--- src/hw/rtl/odcc_pkg.sv ---
// shared constants, types and the bayer table for the ordered dither color cube
`default_nettype none

package odcc_pkg;

    // field widths
    localparam int unsigned CompW    = 8;
    localparam int unsigned PhaseW   = 3;
    localparam int unsigned LevelW   = 8;
    localparam int unsigned BayerW   = 6;
    localparam int unsigned ThrW     = 7;
    localparam int unsigned ProdW    = 2 * CompW;
    localparam int unsigned IndexW   = 10;
    localparam int unsigned CfgIdxW  = 2;
    localparam int unsigned NumChan  = 3;

    // configuration register indexes
    typedef enum logic [CfgIdxW-1:0] {
        CFG_RED_LEVELS   = 2'd0,
        CFG_GREEN_LEVELS = 2'd1,
        CFG_BLUE_LEVELS  = 2'd2,
        CFG_UNUSED       = 2'd3
    } t_cfg_idx;

    // channel lane numbers
    localparam int unsigned ChRed   = 0;
    localparam int unsigned ChGreen = 1;
    localparam int unsigned ChBlue  = 2;

    // reset values of the level registers
    localparam logic [LevelW-1:0] RedLevelsRst   = 8'd6;
    localparam logic [LevelW-1:0] GreenLevelsRst = 8'd6;
    localparam logic [LevelW-1:0] BlueLevelsRst  = 8'd4;

    // 8x8 bayer matrix, [row][col]
    localparam logic [BayerW-1:0] BAYER [8][8] = '{
        '{6'd0,  6'd32, 6'd8,  6'd40, 6'd2,  6'd34, 6'd10, 6'd42},
        '{6'd48, 6'd16, 6'd56, 6'd24, 6'd50, 6'd18, 6'd58, 6'd26},
        '{6'd12, 6'd44, 6'd4,  6'd36, 6'd14, 6'd46, 6'd6,  6'd38},
        '{6'd60, 6'd28, 6'd52, 6'd20, 6'd62, 6'd30, 6'd54, 6'd22},
        '{6'd3,  6'd35, 6'd11, 6'd43, 6'd1,  6'd33, 6'd9,  6'd41},
        '{6'd51, 6'd19, 6'd59, 6'd27, 6'd49, 6'd17, 6'd57, 6'd25},
        '{6'd15, 6'd47, 6'd7,  6'd39, 6'd13, 6'd45, 6'd5,  6'd37},
        '{6'd63, 6'd31, 6'd55, 6'd23, 6'd61, 6'd29, 6'd53, 6'd21}
    };

    // bayer threshold at a pixel phase
    function automatic logic [BayerW-1:0] bayer_at(
        input logic [PhaseW-1:0] row,
        input logic [PhaseW-1:0] col
    );
        return BAYER[row][col];
    endfunction

    // levels minus one, held at zero below two levels
    function automatic logic [LevelW-1:0] level_span(input logic [LevelW-1:0] levels);
        return (levels != '0) ? (levels - 8'd1) : '0;
    endfunction

endpackage

`default_nettype wire

--- src/hw/rtl/ordered_dither_color_cube.sv ---
// ordered dither of an rgb pixel onto a color cube index, four stage pipeline
//
// channel   direction   transaction                          handshake
// in        input       red, green, blue, phases, seg end    i_in_valid / o_in_ready
// out       output      color_index, segment_end_out         o_out_valid / i_out_ready
// cfg       input       level register index and data        i_cfg_valid / o_cfg_ready
//
// one pixel per cycle sustained while the output is ready; a result is registered through
// every stage before it is valid at the output
// stages: channel products, threshold and level pick, level times weight, index sum
// synchronous active low reset empties the pipeline and loads 6, 6, 4 levels
// a stall at the output backs up stage by stage; each stage holds its data until taken
// the config port is always ready
`default_nettype none

module ordered_dither_color_cube (
    input  wire                               i_clk,
    input  wire                               i_rst_n,
    // pixel input
    input  wire                               i_in_valid,
    output logic                              o_in_ready,
    input  wire  [odcc_pkg::CompW-1:0]        i_red,
    input  wire  [odcc_pkg::CompW-1:0]        i_green,
    input  wire  [odcc_pkg::CompW-1:0]        i_blue,
    input  wire  [odcc_pkg::PhaseW-1:0]       i_col_phase,
    input  wire  [odcc_pkg::PhaseW-1:0]       i_row_phase,
    input  wire                               i_segment_end,
    // index output
    output logic                              o_out_valid,
    input  wire                               i_out_ready,
    output logic [odcc_pkg::IndexW-1:0]       o_color_index,
    output logic                              o_segment_end_out,
    // configuration writes
    input  wire                               i_cfg_valid,
    output logic                              o_cfg_ready,
    input  wire  [odcc_pkg::CfgIdxW-1:0]      i_cfg_index,
    input  wire  [odcc_pkg::LevelW-1:0]       i_cfg_data
);

    import odcc_pkg::*;

    // configuration registers
    logic [LevelW-1:0] r_levels [NumChan];
    logic [CompW-1:0]  r_red_mult;
    logic [CompW-1:0]  n_red_mult;
    logic [ProdW-1:0]  w_gb_prod;
    t_cfg_idx          w_cfg_idx;

    assign o_cfg_ready = 1'b1;
    assign w_cfg_idx   = t_cfg_idx'(i_cfg_index);

    always_ff @(posedge i_clk) begin
        if (!i_rst_n) begin
            r_levels[ChRed]   <= RedLevelsRst;
            r_levels[ChGreen] <= GreenLevelsRst;
            r_levels[ChBlue]  <= BlueLevelsRst;
        end else if (i_cfg_valid && o_cfg_ready) begin
            unique case (w_cfg_idx)
                CFG_RED_LEVELS:   r_levels[ChRed]   <= i_cfg_data;
                CFG_GREEN_LEVELS: r_levels[ChGreen] <= i_cfg_data;
                CFG_BLUE_LEVELS:  r_levels[ChBlue]  <= i_cfg_data;
                default: ;
            endcase
        end
    end

    // red weight is green times blue levels, low byte only matters
    assign w_gb_prod  = ProdW'(r_levels[ChGreen]) * ProdW'(r_levels[ChBlue]);
    assign n_red_mult = w_gb_prod[CompW-1:0];

    always_ff @(posedge i_clk) begin
        if (!i_rst_n) begin
            r_red_mult <= CompW'(ProdW'(GreenLevelsRst) * ProdW'(BlueLevelsRst));
        end else begin
            r_red_mult <= n_red_mult;
        end
    end

    // stage handshake: a stage moves when the next one is empty or moving
    logic r_v1, r_v2, r_v3, r_v4;
    logic w_rdy1, w_rdy2, w_rdy3, w_rdy4;

    assign w_rdy4      = !r_v4 || i_out_ready;
    assign w_rdy3      = !r_v3 || w_rdy4;
    assign w_rdy2      = !r_v2 || w_rdy3;
    assign w_rdy1      = !r_v1 || w_rdy2;
    assign o_in_ready  = w_rdy1;

    always_ff @(posedge i_clk) begin
        if (!i_rst_n) begin
            r_v1 <= 1'b0;
            r_v2 <= 1'b0;
            r_v3 <= 1'b0;
            r_v4 <= 1'b0;
        end else begin
            if (w_rdy1) r_v1 <= i_in_valid;
            if (w_rdy2) r_v2 <= r_v1;
            if (w_rdy3) r_v3 <= r_v2;
            if (w_rdy4) r_v4 <= r_v3;
        end
    end

    // stage 1: value times span per channel, bayer lookup
    logic [CompW-1:0]  w_pix [NumChan];
    logic [ProdW-1:0]  r_t1  [NumChan];
    logic [BayerW-1:0] r_bayer1;
    logic              r_seg1;

    assign w_pix[ChRed]   = i_red;
    assign w_pix[ChGreen] = i_green;
    assign w_pix[ChBlue]  = i_blue;

    always_ff @(posedge i_clk) begin
        if (w_rdy1) begin
            for (int c = 0; c < NumChan; c++) begin
                r_t1[c] <= ProdW'(w_pix[c]) * ProdW'(level_span(r_levels[c]));
            end
            r_bayer1 <= bayer_at(i_row_phase, i_col_phase);
            r_seg1   <= i_segment_end;
        end
    end

    // stage 2: threshold from the fraction, pick low or low plus one
    logic [ProdW-2:0]  w_thr_sum [NumChan];
    logic [ThrW-1:0]   w_thr     [NumChan];
    logic [LevelW-1:0] r_level2  [NumChan];
    logic              r_seg2;

    always_comb begin
        for (int c = 0; c < NumChan; c++) begin
            // fraction times 65 is fraction shifted by six plus fraction
            w_thr_sum[c] = {1'b0, r_t1[c][CompW-1:0], 6'b0}
                         + (ProdW-1)'(r_t1[c][CompW-1:0]);
            w_thr[c]     = w_thr_sum[c][ProdW-2 -: ThrW];
        end
    end

    always_ff @(posedge i_clk) begin
        if (w_rdy2) begin
            for (int c = 0; c < NumChan; c++) begin
                r_level2[c] <= r_t1[c][ProdW-1:CompW]
                             + LevelW'(ThrW'(r_bayer1) < w_thr[c]);
            end
            r_seg2 <= r_seg1;
        end
    end

    // stage 3: level times channel weight, kept to a byte
    logic [CompW-1:0] w_mult [NumChan];
    logic [ProdW-1:0] w_term [NumChan];
    logic [CompW-1:0] r_term3 [NumChan];
    logic             r_seg3;

    assign w_mult[ChRed]   = r_red_mult;
    assign w_mult[ChGreen] = r_levels[ChBlue];
    assign w_mult[ChBlue]  = CompW'(1);

    always_comb begin
        for (int c = 0; c < NumChan; c++) begin
            w_term[c] = ProdW'(r_level2[c]) * ProdW'(w_mult[c]);
        end
    end

    always_ff @(posedge i_clk) begin
        if (w_rdy3) begin
            for (int c = 0; c < NumChan; c++) begin
                r_term3[c] <= w_term[c][CompW-1:0];
            end
            r_seg3 <= r_seg2;
        end
    end

    // stage 4: sum of the three terms into the output register
    logic [IndexW-1:0] r_index4;
    logic              r_seg4;

    always_ff @(posedge i_clk) begin
        if (w_rdy4) begin
            r_index4 <= IndexW'(r_term3[ChRed]) + IndexW'(r_term3[ChGreen])
                      + IndexW'(r_term3[ChBlue]);
            r_seg4   <= r_seg3;
        end
    end

    assign o_out_valid       = r_v4;
    assign o_color_index     = r_index4;
    assign o_segment_end_out = r_seg4;

    // a draining output never blocks the input
    a_no_block_when_drained: assert property (@(posedge i_clk) disable iff (!i_rst_n)
        i_out_ready |-> o_in_ready)
        else $error("input stalled while output drains");

    // a stalled first stage keeps its item
    a_stage1_holds: assert property (@(posedge i_clk) disable iff (!i_rst_n)
        (r_v1 && !w_rdy2) |=> r_v1)
        else $error("stage 1 item lost under stall");

    // red weight follows the green and blue level registers
    a_red_mult_tracks: assert property (@(posedge i_clk) disable iff (!i_rst_n)
        1'b1 |=> (r_red_mult == CompW'(ProdW'($past(r_levels[ChGreen]))
                                     * ProdW'($past(r_levels[ChBlue])))))
        else $error("red weight out of step with level registers");

endmodule

`default_nettype wire

--- config.mk ---
export PLATFORM = sky130hd
export DESIGN_NAME = ordered_dither_color_cube
export DESIGN_NICKNAME = d
export VERILOG_FILES = /design/src/hw/rtl/odcc_pkg.sv /design/src/hw/rtl/ordered_dither_color_cube.sv
export SDC_FILE = /design/constraint.sdc
export NUM_CORES = 1
export LEC_CHECK = 0
export BUFFER_PORTS_ARGS = -buffer_cell sky130_fd_sc_hd__clkbuf_2
export CORE_MARGIN = 2
export CORE_UTILIZATION = 45
export DETAILED_ROUTE_END_ITERATION = 8
export HOLD_SLACK_MARGIN = 0.15
export SETUP_SLACK_MARGIN = 0.05
export SYNTH_ARGS = -nofsm -noshare
export SYNTH_HDL_FRONTEND = slang
export SYNTH_SLANG_ARGS = --single-unit
--- constraint.sdc ---
create_clock -name i_clk -period 16.8 [get_ports i_clk]
set_input_delay 3.36 -clock i_clk [delete_from_list [all_inputs] [get_ports i_clk]]
set_output_delay 3.36 -clock i_clk [all_outputs]
set_load 0.02 [all_outputs]
==> metrics.txt <==
run status completed; Final Total Pwr 3.056 mW; hold violation total from the final report 0; CTS Buf Count 17; Synth area leaders edfxtp_1 27%, fa_1 20%, ha_1 15%; CP dominant cell by count clkbuf_2; Starting Density 0.4550; Yosys cell types 53; register area 4444 sq um; detailed placement HPWL 24.30 mm; WP buf/inv 3; H-tree levels 4; antenna fix cells 0; Synth area leader edfxtp_1; GR Util All Layers 0.1734; setup bufs post-CTS 0; endpoints failing setup 0; ys async rst share 0; Synth Instances around 1,500; IO Count 60; setup tns final 0 ns; clk_skew around 0.010 ns; core region area around 34,000 sq um; die width 190.7 microns; worst setup margin between 8 and 9 ns; Setup CP Type input port to primary output; Static Leak between 7 and 8 nW; Tmin final 8.088 ns; sequential fraction of the synthesis area 0.2834; flops & latches, synth 152; clk root buf clkbuf_16; period utilization 0.4814; vias in the first global route 10,500; multiplexer share of the synthesized area 0.004469; Multi-input gate area 10,200 sq um; worst slack, placed about 8.7 ns; CTS Hold Bufs 0; ANT nets after route 0; Synth Area in Compound Gates 0.05274; initial antenna violation count 0; first-pass GRT wire length 50.54 mm; DRC viols 0; CP max-delay cell buf_4; total grt overflow 0; WL final 29.51 mm; CP arrival 4.73 ns; DR vias/cell 4.934; DR pass1 iterations 4; CTS tree yes; most common cell after layout, fill and taps aside inv_1; CP max FO 56; maximum VDD drop 0.1244 mV; Syn Area/Cell between 10 and 15 sq um; cell area after synthesis 15,680 sq um; WP data required 13.44 ns; Slew headroom 0.2289; Die ar. 36,350 sq um; Adder-Cell Fraction of Synth Area 0.3493; maximum clock frequency 123.6 MHz; pwr dens 178.3 nW/um^2; Mapped Nets around 1,900; 1st-iter DRT viols 449; post-synthesis to final-layout area growth 9.312%; clk sinks 152; Die Y 190.7 microns; largest net degree at the start of global routing between 50 and 60; HP Class flop to flop; prevailing post-synth register cell edfxtp_1; # nets final 1,996; Synth Area in Simple Gates 0.1738; number of synthesized flops with an enable pin 140; # port buffers 58; fillers about 3,200; Non-Filler Instances ~2,100; most frequent cells in the layout 264 x inv_1, 193 x ha_1, 178 x and2_1; post-synthesis xor/xnor area fraction 0.06982; FP Rows 68; post_cts resized 0; worst-path cell chain clkbuf_2 -> nor2b_1 -> and3_1 -> nand2_2 -> buf_4 -> clkbuf_2; Crit. End Element primary output; Worst-Skew Late Latency around 0.43 ns; Pins Over Slew Limit 0; CP top delay family buffers and inverters; Worst-path clk slew 0.07 ns; WL/cell 14.24 microns; layout cell share with drive strength beyond 1 0.06308; Ys Warns 0; Via Count 10,220; RSZ-0062 raised after global routing false; DP Cell Count 2,040; main combinational cell family by area after synthesis adder cells; max-cap violations 0; Critical Path Start Type input port; Slew @ Worst Pin 1.155 ns; final hold slack between 0.4 and 0.5 ns; post-synth top area share 0.2681; clock buffer depth 2; Placer Congestion 0.8070; CP max stage delay 0.51 ns
-- sequential cells by signal, indices dropped and copies added (netlist names), 6 cells and up --
name / flops
r_term3: 24
r_red_mult: 8
o_color_index: 10
r_level2: 24
r_t1: 48
r_levels: 24
r_bayer1: 6
-- kinds of logic after synthesis --
| logic type | count (synthesis) |
|---|---|
| AND/OR/NAND/NOR | 498 |
| adder cells (fa/ha/maj) | 346 |
| buffers and inverters | 275 |
| flip-flops | 152 |
| AO/OA/AOI/OAI | 129 |
| XOR/XNOR | 125 |
| multiplexers | 7 |
| other | 1 |
-- metrics by stage --
step,util,instance area (sq um)
3_3_place_gp,0.4798,16530
4_1_cts,0.4974,17140
3_5_place_dp,0.4798,16530
2_1_floorplan,-,15680
6_report,0.4974,17140
5_1_grt,0.4974,17140
-- worst reg2reg max path, cell delays in order (launching register included) --
cell,delay (ns)
edfxtp_1,0.60
inv_1,0.25
ha_1,0.17
nor4b_1,0.60
o21ai_0,0.58
and2_1,0.36
fa_1,0.51
inv_1,0.06
fa_1,0.53
inv_1,0.06
fa_1,0.53
inv_1,0.06
fa_1,0.53
inv_1,0.04
ha_1,0.31
nor2_1,0.06
nor2_1,0.19
a21oi_1,0.09
a21oi_1,0.37
mux2i_1,0.24
o2111ai_1,0.13
-- path summary, 6_finish.rpt --
path	start	to	slack (ns)	depth (start not counted)
hold / removal	r_level2[0][18]	r_term3[0][18]	0.42	0
hold reg to reg	r_level2[0][18]	r_term3[0][18]	0.42	0
setup / recovery	i_out_ready	o_in_ready	8.71	6
setup reg to reg	r_levels[0][17]	r_t1[0][45]	10.28	20
-- cell type report --
class | count | area share
multi-input cells | 1106 | 0.5952
flip-flops and latches | 152 | 0.2593
inverters | 264 | 0.05781
well taps | 455 | 0.03321
clock buffers | 17 | 0.02482
repair buffers | 63 | 0.01913
clock inverters | 15 | 0.01058
-- metal layers --
metal	vias to the layer above	global-route usage	wire length, microns
met5	-	0	0
li1	5105	-	-
met1	4991	0.2270	13950
met4	0	0.04174	373
met2	99	0.3063	14620
met3	28	0.02006	565
-- where the power goes --
group,switching (mW),internal (mW)
registers,0.105,0.672
logic,1.01,0.878
clock network,0.167,0.226
-- synth_stat cells (all sizes together) (16+ instances only) --
master / number
ha: 193
fa: 153
and2: 178
a21oi: 37
nor2b: 56
nor3: 16
nor2: 60
o21a: 17
inv: 264
edfxtp: 140
xor2: 31
nand3: 19
nand2b: 30
nand2: 106
xnor2: 94
o21ai: 24
No activity file was read; power rests on OpenSTA's default activity.
